[src/rtl/core/sem_pkg.sv]
// ----------------------------------------------------------------------------
// sem_pkg
// shared types and constants for the spatial eccentricity moments unit
// ----------------------------------------------------------------------------
package sem_pkg;

  typedef enum logic [1:0] {
    OP_MUL,
    OP_DIV,
    OP_SQRT
  } sem_op_e;

  localparam int unsigned ArithW = 64;
  localparam logic [17:0] AREA_FACTOR_RESET = 18'd205887;
  localparam logic [63:0] VAR_MAX = 64'd1073741823;
  localparam logic [63:0] COV_MAX = 64'd1073741823;
  localparam logic [63:0] COV_MIN_MAG = 64'd1073741824;
  localparam logic [63:0] ECC_MAX = 64'd32767;
  localparam int unsigned ECC_SHIFT = 15;
  localparam int unsigned AREA_SHIFT = 16;
  localparam int unsigned COV_TERM_SHIFT = 2;
  localparam logic [63:0] SQRT_FIRST_BIT = 64'h4000_0000_0000_0000;
  localparam logic [6:0] DIV_STEPS = 7'd64;

  function automatic logic [63:0] abs64(input logic signed [63:0] v);
    abs64 = v[63] ? 64'(-v) : 64'(v);
  endfunction

endpackage

[src/rtl/core/sem_queue.sv]
// ----------------------------------------------------------------------------
// sem_queue
// two entry queue of closed sets between accumulator and solver
// ----------------------------------------------------------------------------
module sem_queue #(
  parameter int unsigned DW = 64
) (
  input  logic          clk_i,
  input  logic          rst_ni,
  input  logic          push_valid_i,
  output logic          push_ready_o,
  input  logic [DW-1:0] push_data_i,
  output logic          pop_valid_o,
  input  logic          pop_ready_i,
  output logic [DW-1:0] pop_data_o
);
  import sem_pkg::*;

  logic [DW-1:0] mem_q [2];
  logic          wr_ptr_q, rd_ptr_q;
  logic [1:0]    cnt_q;
  logic          push, pop;

  assign push_ready_o = cnt_q != 2'd2;
  assign pop_valid_o  = cnt_q != 2'd0;
  assign push         = push_valid_i && push_ready_o;
  assign pop          = pop_valid_o && pop_ready_i;
  assign pop_data_o   = mem_q[rd_ptr_q];

  always_ff @(posedge clk_i or negedge rst_ni) begin
    if (!rst_ni) begin
      wr_ptr_q <= 1'b0;
      rd_ptr_q <= 1'b0;
      cnt_q    <= 2'd0;
    end else begin
      if (push) wr_ptr_q <= !wr_ptr_q;
      if (pop) rd_ptr_q <= !rd_ptr_q;
      cnt_q <= cnt_q + 2'(push) - 2'(pop);
    end
  end

  always_ff @(posedge clk_i) begin
    if (push) mem_q[wr_ptr_q] <= push_data_i;
  end

endmodule

[config.mk]
export PLATFORM = sky130hd
export DESIGN_NAME = sem_queue
export DESIGN_NICKNAME = d
export VERILOG_FILES = /design/src/rtl/core/sem_pkg.sv /design/src/rtl/core/sem_queue.sv
export SDC_FILE = /design/constraint.sdc
export NUM_CORES = 1
export LEC_CHECK = 0
export ABC_AREA = 1
export BUFFER_PORTS_ARGS = -buffer_cell sky130_fd_sc_hd__buf_4
export CAP_MARGIN = 30
export CORE_ASPECT_RATIO = 0.6
export CORE_UTILIZATION = 40
export DETAILED_ROUTE_END_ITERATION = 16
export HOLD_SLACK_MARGIN = 0.05
export SYNTH_ARGS = -nofsm -noshare
export SYNTH_HDL_FRONTEND = slang
export SYNTH_SLANG_ARGS = --single-unit
[constraint.sdc]
create_clock -name clk_i -period 4.73 [get_ports clk_i]
set_clock_uncertainty 0.2 [all_clocks]
set_input_delay 0.2365 -clock clk_i [delete_from_list [all_inputs] [get_ports clk_i]]
set_output_delay 0.2365 -clock clk_i [all_outputs]
set_load 0.02 [all_outputs]
==> flow_metrics.tcl, run 1 <==
set metrics [dict create \
    ctsResizeCount 0 \
    routed_via_density 4.35 \
    layout-drive-gt1-share_pct 29.8 \
    cts_hold_buffers 68 \
    layout_worst_path_cycle_share_pct 61.0 \
    core_area_um2 12100 \
    std_cell_rows 31 \
    most_frequent_cells_in_the_layout "sky130_fd_sc_hd__nand2_1, sky130_fd_sc_hd__buf_4, sky130_fd_sc_hd__edfxtp_1" \
    fin_nets 647 \
    areaGrowthSynthToFinish_pct 49.4 \
    critical_path.startpoint_type "register" \
    outcome "finished clean" \
    floorplan.die.width_um 145 \
    max_cap_violations 0 \
    fin_crit_ns 2.88 \
    rsz0062_at_grt "no" \
    number_of_optimization_iterations_in_the_first_detailed_route_pass 6 \
    first_global_vias 3291 \
    reg2reg_depth 4 \
    root_buffer "sky130_fd_sc_hd__clkbuf_16" \
    detail_route.iter0.violations 175 \
    syn_nets 435 \
    globalRoute.busiestLayer "met2" \
    worst_skew_pair.late_latency_ns 0.41 \
    detailed_place_hpwl_um 6360 \
    report.final.hold_viol_count 0 \
    worst-endpoint-required_ns 4.29 \
    placedCellCount 656 \
    syn_warnings 0 \
    floorplan.io_pins 134 \
    crit_path_max_fanout 65 \
    cp.arrival_ns 2.45 \
    total_die_area_um2 12800 \
    grt_pass1_wl_um 16600 \
    utilization_pct 61.2 \
    io_buffers 133 \
    gr-usage-all-layers_pct 17.7 \
    total_power_mw 4.72 \
    grt_antenna_before_repair 0 \
    finalWirelength_um 10500 \
    synth.ff_latch_count 132 \
    crit-reg2reg-launch "cnt_q[1]$_DFF_PN0_" \
    buffers_inserted_by_post_cts_timing_repair 0 \
    crit_path_max_incr_delay_ns 0.56 \
    finalMaxSlewViolations 0 \
    pwr_density_cell_nw_per_um2 640 \
    path_cells "buf_4 > inv_2 > buf_12 > nand2_1 > nand2_1 > buf_4" \
    final-instance-count-excl-fill 756 \
    routed-via-count 3287 \
    effective_utilization_at_floorplan_pct 41.0 \
    grtUsageMet1_pct 22.4 \
    vdd.ir_drop.worst_v 0.000308 \
    synthDistinctLibCells 15 \
    max_clock_freq_ghz 0.347 \
    hold_depth 2 \
    synthesis.instances 366 \
    ant_nets 0 \
    antenna_cells_inserted 0 \
    leakage_power_summed_over_all_cells_nw 3.15 \
    maxSlewHeadroom_pct 36.5 \
    routedWlPerCell_um 13.9 \
    syn-cell-area_um2 4940 \
    tritoncts "done" \
    numCtsBuffers 17 \
    gp_congestion 0.746 \
    layout.cells.most_common "sky130_fd_sc_hd__nand2_1" \
    avgSynthCellArea_um2 13.5 \
    groute.layer.met2.usage_pct 27.1 \
    setup_viol 0 \
    critPathLaunch "rd_ptr_q$_DFFE_PN0P_" \
    cts.clk_slew.worst_paths_ns 0.06 \
    ys_seq_area_share_pct 79.8 \
    cp_slowest_cell "sky130_fd_sc_hd__buf_4" \
    critical_path.endpoint_type "output port" \
    worst-slew-pin-transition_ns 0.950 \
    hp-start "push_data_i[41]" \
    hold_path.class "in2reg" \
    worst-setup-path-type "reg2out" \
    maximum_number_of_pins_on_one_net_before_global_route_repair 66 \
    groute.layer.met3.usage_pct 6.30 \
    globalRoute.totalOverflow 0 \
    cts_num_sinks 132 \
    max_clock_buf_depth 2 \
    fp.dieH_um 88.1 \
    drc 0 \
    fin_tns_setup_ns 0 \
    cts-htree-levels 4 \
]
[per-stage QoR]
stage | hold slack, ns | setup WS [ns] | instance area, um^2
finish | 0.346 | 1.85 | 7380
global route | 0.343 | 1.68 | 7380
CTS | 0.331 | 1.80 | 7380
detailed placement | -0.163 | 2.16 | 6090
global placement | -0.166 | 2.15 | 6040
floorplan | -0.259 | 0.670 | 4940
[cells by family after synthesis]
kind of cell | Yosys count | share of synthesized area, %
AOI/OAI and AO/OA | 2 | 0.202
xor gates and xnor gates | 1 | 0.177
adders and majority gates | 1 | 0.253
buffers and inverters | 22 | 3.57
DFF | 132 | 79.8
and+or+nand+nor | 208 | 16.0
[synthesized netlist by cell type, drive strengths merged]
cell    count  area, um^2
nor2        5        18.8
dfrtp       4         100
xor2        1        8.76
ha          1        12.5
clkbuf      1        3.75
buf        13         143
edfxtp    128        3840
a21oi       1        5.00
nand3       2        10.0
inv         8        30.0
o21ai       1        5.00
nand2     201         759
[per-layer routing]
metal	wire, um	up-vias	share of wire [%]
li1	-	1654	-
met1	4860	1500	46
met2	4610	113	44
met3	809	20	7.7
met4	199	0	1.9
met5	0	-	0
[registers in the layout, indices dropped and copies added (netlist names)]
| signal | count |
|---|---|
| rd_ptr_q | 1 |
| wr_ptr_q | 1 |
| cnt_q | 2 |
| mem_q | 128 |
[area by class of cell]
cell class / count / area [um^2]
clock buffers: 18 / 429
clock inverters: 14 / 179
fillers: 941 / 4680
inverters: 8 / 30.0
multi-input cells: 212 / 835
flip-flops and latches: 132 / 3950
well taps: 165 / 206
repair buffers: 207 / 1760
[path summary, 6_finish.rpt]
path	slack [ns]	end
hold reg to reg	0.36	cnt_q[0]$_DFF_PN0_
hold / removal	0.35	mem_q[0][41]$_DFFE_PP_
setup / recovery	1.85	pop_data_o[45]
min in group asynchronous	0.52	cnt_q[1]$_DFF_PN0_
max in group asynchronous	3.61	rd_ptr_q$_DFFE_PN0P_
setup reg to reg	2.20	mem_q[0][47]$_DFFE_PP_
[report_power, final]
part	internal (mW)	leakage [nW]	switching, mW	total [mW]
Sequential	1.60	1.23	0.0662	1.66
Combinational	0.635	1.63	1.09	1.73
Clock	0.835	0.287	0.497	1.33
Total	3.07	3.15	1.66	4.72
[critical path, delay by kind of cell, from the launching register on]
kind	cells	cell delay, ns
buffers and inverters	4	1.50
and+or+nand+nor	2	0.15
DFF	1	0.33
No activity file was read; power rests on OpenSTA's default activity.
==> run 2: changes to the inputs <==
--- a/config.mk
+++ b/config.mk
@@ -5,13 +5,14 @@
 export SDC_FILE = /design/constraint.sdc
 export NUM_CORES = 1
 export LEC_CHECK = 0
-export ABC_AREA = 1
+export ABC_AREA = 0
 export BUFFER_PORTS_ARGS = -buffer_cell sky130_fd_sc_hd__buf_4
 export CAP_MARGIN = 30
 export CORE_ASPECT_RATIO = 0.6
 export CORE_UTILIZATION = 40
 export DETAILED_ROUTE_END_ITERATION = 16
 export HOLD_SLACK_MARGIN = 0.05
+export PLACE_DENSITY = 0.66
 export SYNTH_ARGS = -nofsm -noshare
 export SYNTH_HDL_FRONTEND = slang
 export SYNTH_SLANG_ARGS = --single-unit
==> constraint.sdc (replaced) <==
create_clock -name clk_i -period 2.5 [get_ports clk_i]
set_clock_uncertainty 0.2 [all_clocks]
set_input_delay 0.125 -clock clk_i [delete_from_list [all_inputs] [get_ports clk_i]]
set_output_delay 0.125 -clock clk_i [all_outputs]
set_load 0.02 [all_outputs]
==> run 2 against run 1 <==
  * First-iteration DRC count decreased by 51%
  * Power increased by 77%
  * Combinational power increased by 68%
  * Synthesized area decreased by 1.7%
  * Sequential cell count unchanged
  * Cell area decreased by 1.4%
  * Critical path type unchanged
  * Critical endpoint is now pop_data_o[4]
  * Largest cell class unchanged
==> flow_metrics.tcl, run 2 <==
set metrics [dict create \
    io_buffers 133 \
    worst-setup-path-type "reg2out" \
    report.final.hold_viol_count 0 \
    crit_path_max_fanout 21 \
    effective_utilization_at_floorplan_pct 42.0 \
    post_synth_main_area_contributors "sky130_fd_sc_hd__edfxtp_1, sky130_fd_sc_hd__mux2_2, sky130_fd_sc_hd__dfrtp_1" \
    drc 0 \
    setup_viol 0 \
    grt_antenna_before_repair 0 \
    maximum_number_of_pins_on_one_net_before_global_route_repair 45 \
    std_cell_rows 30 \
    worst_skew_pair.late_latency_ns 0.40 \
    top_register "mem_q" \
    layout.cells.most_common "sky130_fd_sc_hd__buf_4" \
    critical_path.endpoint_type "output port" \
    synthesis.instances 221 \
    number_of_optimization_iterations_in_the_first_detailed_route_pass 4 \
    yosys_most_used_dff "sky130_fd_sc_hd__edfxtp_1" \
    largest_register_ffs 128 \
    hold_path.class "in2reg" \
    vdd.ir_drop.worst_v 0.000522 \
    pwr_density_cell_nw_per_um2 1150 \
    antenna_cells_inserted 0 \
    fin_nets 509 \
    placedCellCount 513 \
    avgSynthCellArea_um2 22.0 \
    largestRegisters "mem_q (128), cnt_q (2)" \
    core_area_um2 11600 \
    rsz0062_at_grt "no" \
    areaGrowthSynthToFinish_pct 49.9 \
    most_frequent_cells_in_the_layout "sky130_fd_sc_hd__buf_4, sky130_fd_sc_hd__edfxtp_1, sky130_fd_sc_hd__dlygate4sd3_1" \
    fin_ws_ns 0.544 \
    first_global_vias 2809 \
    synth.ff_latch_count 132 \
    crit_path_max_incr_delay_ns 0.39 \
    detailed_place_hpwl_um 6030 \
    postLayoutCellArea_um2 7280 \
    finalMaxSlewViolations 0 \
    path_cells "buf_4 > mux2_2 > buf_4" \
    cp_slowest_cell "sky130_fd_sc_hd__mux2_2" \
    pre_cts_slack_ns 0.659 \
    critical_path.startpoint_type "register" \
    routed_via_density 4.53 \
    root_buffer "sky130_fd_sc_hd__clkbuf_16" \
    ys_seq_area_share_pct 81.2 \
    grt_pass1_wl_um 14800 \
    yosysMostFrequentCell "sky130_fd_sc_hd__edfxtp_1" \
    synth_top_cells_by_count "sky130_fd_sc_hd__edfxtp_1, sky130_fd_sc_hd__mux2_2, sky130_fd_sc_hd__buf_6" \
    reg2reg_depth 3 \
    layout-drive-gt1-share_pct 51.7 \
    max_clock_freq_ghz 0.511 \
    async_flop_share_pct 3.03 \
    syn_warnings 0 \
    floorplan.die.width_um 144 \
    finalWirelength_um 9780 \
    routedWlPerCell_um 16.0 \
    ant_nets 0 \
    fin_tns_setup_ns 0 \
    post_dp_cell_area_um2 6050 \
    worst-endpoint-required_ns 2.17 \
    syn-cell-area_um2 4860 \
    fin_crit_ns 1.96 \
    synthDistinctLibCells 19 \
    yosysTopAreaCell "sky130_fd_sc_hd__edfxtp_1" \
    layout_worst_path_cycle_share_pct 78.2 \
    gr-usage-all-layers_pct 16.5 \
    total_die_area_um2 12600 \
    maxSlewHeadroom_pct 64.5 \
    cts-htree-levels 4 \
    fp.dieH_um 87.3 \
    floorplan.io_pins 134 \
    detail_route.iter0.violations 86 \
    hold_depth 2 \
    globalRoute.totalOverflow 0 \
    gp_congestion 0.705 \
    cts_num_sinks 132 \
    buffers_inserted_by_post_cts_timing_repair 0 \
    worst-slew-pin-transition_ns 0.533 \
    cts.clk_slew.worst_paths_ns 0.06 \
    outcome "finished clean" \
    max_clock_buf_depth 2 \
    leakage_power_summed_over_all_cells_nw 2.75 \
    final-instance-count-excl-fill 611 \
    cp.arrival_ns 1.63 \
    numCtsBuffers 17 \
    synth-edff-count 128 \
    total_power_mw 8.35 \
    routed-via-count 2770 \
    path_common_cell "sky130_fd_sc_hd__buf_4" \
    netlist.area_leader.share_pct 79.2 \
    max_cap_violations 0 \
    syn_nets 290 \
    tritoncts "done" \
]
-- run 2: cell types whose count changed after synthesis, moves of 2 or more --
| cell | before | now |
|---|---|---|
| sky130_fd_sc_hd__nand2_1 | 199 | 2 |
| sky130_fd_sc_hd__mux2_2 | 0 | 64 |
| sky130_fd_sc_hd__buf_6 | 12 | 5 |
| sky130_fd_sc_hd__inv_1 | 7 | 0 |
| sky130_fd_sc_hd__xnor2_1 | 0 | 3 |
| sky130_fd_sc_hd__nand2_2 | 2 | 0 |
| sky130_fd_sc_hd__nor2_1 | 5 | 3 |
-- run 2: path summary, 6_finish.rpt --
kind	startpoint	endpoint	slack, ns
hold reg to reg	wr_ptr_q$_DFFE_PN0P_	wr_ptr_q$_DFFE_PN0P_	0.36
min in group asynchronous	rst_ni	cnt_q[0]$_DFF_PN0_	0.49
max in group asynchronous	rst_ni	rd_ptr_q$_DFFE_PN0P_	1.40
hold / removal	push_data_i[44]	mem_q[0][44]$_DFFE_PP_	0.24
setup reg to reg	cnt_q[0]$_DFF_PN0_	mem_q[1][58]$_DFFE_PP_	0.67
setup / recovery	rd_ptr_q$_DFFE_PN0P_	pop_data_o[4]	0.54
-- run 2: power by group --
part / switching, mW / internal (mW)
sequential: 0.130 / 3.03
combinational: 1.57 / 1.34
clock: 0.841 / 1.44
-- run 2: per-layer routing --
layer  GRT usage (%)  routed length, um  vias to the layer above
li1                -                  -                     1315
met1            21.0               4520                     1349
met2            23.9               4190                       97
met3            8.85                962                        9
met4            6.03                102                        0
met5               0                  0                        -
-- run 2: layout make-up --
class                   count  area [um^2]
fillers                   875         4280
flip-flops and latches    132         3950
repair buffers            207         1740
multi-input cells          82          851
clock buffers              18          429
well taps                 160          200
clock inverters            12          116
-- run 2: critical path, delay by kind of cell, from the launching register on --
kind,cells,cell delay [ns]
buffers and inverters,2,0.45
DFF,1,0.38
muxes,1,0.39
-- run 2: cells by family (layout without fill, tap and decap cells) --
| group | count (synthesis) | after routing | synth area share (%) |
|---|---|---|---|
| adder cells (fa/ha/maj) | 1 | 1 | 0.258 |
| AND/OR/NAND/NOR | 11 | 11 | 1.24 |
| flip-flops | 132 | 132 | 81.2 |
| buffers and inverters | 7 | 237 | 1.42 |
| XOR/XNOR | 3 | 3 | 0.541 |
| multiplexers | 64 | 64 | 14.8 |
| AO/OA/AOI/OAI | 3 | 3 | 0.490 |
-- run 2: timing repair --
| action | CTS | global route |
|---|---|---|
| hold buffers | 68 | 0 |
| gates resized for setup | 0 | 0 |
| endpoints found under the hold margin | 136 | 0 |
-- run 2: through the flow --
step | utilization [%] | hold WS [ns]
final | 63.0 | 0.239
after global routing | 63.0 | 0.224
after CTS | 63.0 | 0.224
after detailed placement | 52.3 | -0.270
after global placement | 52.3 | -0.273
after floorplan | - | -0.371
==> run 3: changes to the inputs <==
==> constraint.sdc (replaced) <==
create_clock -name clk_i -period 1.7 [get_ports clk_i]
set_clock_uncertainty 0.2 [all_clocks]
set_input_delay 0.085 -clock clk_i [delete_from_list [all_inputs] [get_ports clk_i]]
set_output_delay 0.085 -clock clk_i [all_outputs]
set_load 0.02 [all_outputs]
==> run 3 against run 2 <==
  * The flow now finishes with violations (setup timing)
  * Hold slack got worse by 0.036 ns
  * Cell count rose by 0.33%
  * Routed wire length fell by 0.72%
  * Combinational power rose by 53%
  * Critical path depth did not move
  * Non-clock buffer count did not move
  * Clock-buffer cell count rose by 1
  * Utilization rose by 0.92 points
  * Critical endpoint is now pop_data_o[17]
  * Largest cell class unchanged
==> flow_metrics.tcl, run 3 (same netlist as run 2, synthesis figures left out) <==
set metrics [dict create \
    grt_antenna_before_repair 0 \
    outcome "complete, but fails checks" \
    critical_path.startpoint_type "register" \
    first_global_vias 2914 \
    worst-path-buf-inv 2 \
    crit_path_max_fanout 34 \
    crit_path_max_incr_delay_ns 0.41 \
    setup_viol 64 \
    effective_utilization_at_floorplan_pct 42.0 \
    root_buffer "sky130_fd_sc_hd__clkbuf_16" \
    report.final.hold_viol_count 0 \
    leakage_power_summed_over_all_cells_nw 2.79 \
    hp-start "push_data_i[44]" \
    pwr_density_cell_nw_per_um2 1700 \
    largestRegisters "mem_q (128), cnt_q (2)" \
    max_clock_buf_depth 2 \
    gr-usage-all-layers_pct 16.3 \
    rsz0062_at_grt "yes" \
    cts.clk_slew.worst_paths_ns 0.06 \
    core_area_um2 11600 \
    cts-htree-levels 4 \
    critical_path.endpoint "pop_data_o[17]" \
    worst-slew-pin-transition_ns 0.316 \
    cts_num_sinks 132 \
    max_clock_freq_ghz 0.534 \
    reg2reg_setup_slack_ns 0.08 \
    worst_skew_pair.late_latency_ns 0.40 \
    critPathLaunch "rd_ptr_q$_DFFE_PN0P_" \
    total_die_area_um2 12600 \
    vdd.ir_drop.worst_v 0.00104 \
    maxSlewHeadroom_pct 78.8 \
    layout-drive-gt1-share_pct 52.5 \
    multi_input_comb_area_um2 870 \
    final.fill_count 821 \
    cp_slowest_cell "sky130_fd_sc_hd__dfrtp_2" \
    numCtsBuffers 17 \
    path_cells "buf_12 > mux2_2 > buf_4" \
    most_frequent_cells_in_the_layout "sky130_fd_sc_hd__buf_4, sky130_fd_sc_hd__edfxtp_1, sky130_fd_sc_hd__dlygate4sd3_1" \
    max_cap_violations 0 \
    top_register "mem_q" \
    fin_ws_ns -0.171 \
    floorplan.die.width_um 144 \
    globalRoute.totalOverflow 0 \
    p_comb_share_pct 35.4 \
    power.share.switching_pct 30.6 \
    critical_path.top_delay_family "flip-flops" \
    io_buffers 133 \
    detail_route.iter0.violations 112 \
    floorplan.io_pins 134 \
    grt_pass1_wl_um 14900 \
    fin_tns_setup_ns -9.44 \
    antenna_cells_inserted 0 \
    ant_nets 0 \
    routed-via-count 2796 \
    hold_path.class "in2reg" \
    finalWirelength_um 9710 \
    layout_worst_path_cycle_share_pct 110 \
    layout.cells.most_common "sky130_fd_sc_hd__buf_4" \
    power_switching_mw 3.84 \
    fp.dieH_um 87.3 \
    routed_via_density 4.56 \
    cp.arrival_ns 1.59 \
    final-instance-count-excl-fill 613 \
    number_of_optimization_iterations_in_the_first_detailed_route_pass 4 \
    worst_hold_slack_ns 0.202 \
    worst-endpoint-required_ns 1.41 \
    drc 0 \
    largest_register_ffs 128 \
    detailed_place_hpwl_um 5980 \
    areaGrowthSynthToFinish_pct 52.1 \
    placedCellCount 513 \
    crit-reg2reg-launch "cnt_q[0]$_DFF_PN0_" \
    worstReg2RegEnd "mem_q[1][24]$_DFFE_PP_" \
    std_cell_rows 30 \
    critical_path.endpoint_type "output port" \
    maximum_number_of_pins_on_one_net_before_global_route_repair 35 \
    fin_nets 509 \
    routedWlPerCell_um 15.8 \
    worst-setup-path-type "reg2out" \
    utilization_pct 63.9 \
    critical_path_cell_count 3 \
    area_taken_by_flip_flops_and_latches_um2 3950 \
    power.clock.fraction_pct 27.5 \
    gp_congestion 0.697 \
    tritoncts "done" \
    violations_in_the_final_reports "setup timing" \
    finalMaxSlewViolations 0 \
    sequentialPowerShare_pct 37.0 \
    fin_crit_ns 1.87 \
    reg2reg_depth 3 \
    p_int_mw 8.71 \
]
==> run 3: cell type report <==
cell class / instances / share of cell area, %
flip-flops and latches: 132 / 53.4
repair buffers: 207 / 24.4
multi-input cells: 82 / 11.8
clock buffers: 19 / 5.86
well taps: 160 / 2.71
clock inverters: 13 / 1.81
==> run 3: per-layer routing <==
metal,routed length [um],track usage [%],vias up,part of all wire (%)
met5,0,0,-,0
met4,111,6.89,0,1.1
met3,621,5.61,10,6.4
met2,4480,25.6,100,46
met1,4490,20.8,1372,46
li1,-,-,1314,-
==> run 3: worst min path at each step <==
stage	end	cells after the start
after floorplan	cnt_q[0]$_DFF_PN0_	0
after global placement	rd_ptr_q$_DFFE_PN0P_	1
after detailed placement	rd_ptr_q$_DFFE_PN0P_	1
after CTS	mem_q[0][42]$_DFFE_PP_	2
after global routing	mem_q[0][20]$_DFFE_PP_	2
final	mem_q[1][44]$_DFFE_PP_	2
==> run 3: metrics by stage <==
stage	cell area (um^2)	worst slack, ns	power, mW
final	7380	-0.171	12.5
after detailed placement	6130	0.0711	9.06
after floorplan	4880	-0.530	7.31
after global placement	6130	0.136	9.00
after CTS	7380	-0.204	12.7
after global routing	7380	-0.221	13.1
==> run 3: repair_timing <==
item | 4_1_cts | 5_1_grt
cloned | 0 | 0
hold buffers | 68 | 0
endpoints found under the setup margin | 64 | 64
gates resized for setup | 0 | 2
buffers inserted | 0 | 0
hold endpoints to repair | 136 | 0
==> run 3: power by group through the flow <==
| stage | Clock [mW] | Sequential (mW) | Combinational (mW) |
|---|---|---|---|
| 6_report | 3.45 | 4.65 | 4.45 |
| 5_1_grt | 3.68 | 4.71 | 4.72 |
| 4_1_cts | 3.53 | 4.65 | 4.50 |
| 3_5_place_dp | 0 | 4.72 | 4.35 |
| 3_3_place_gp | 0 | 4.68 | 4.32 |
| 2_1_floorplan | 0 | 4.66 | 2.65 |
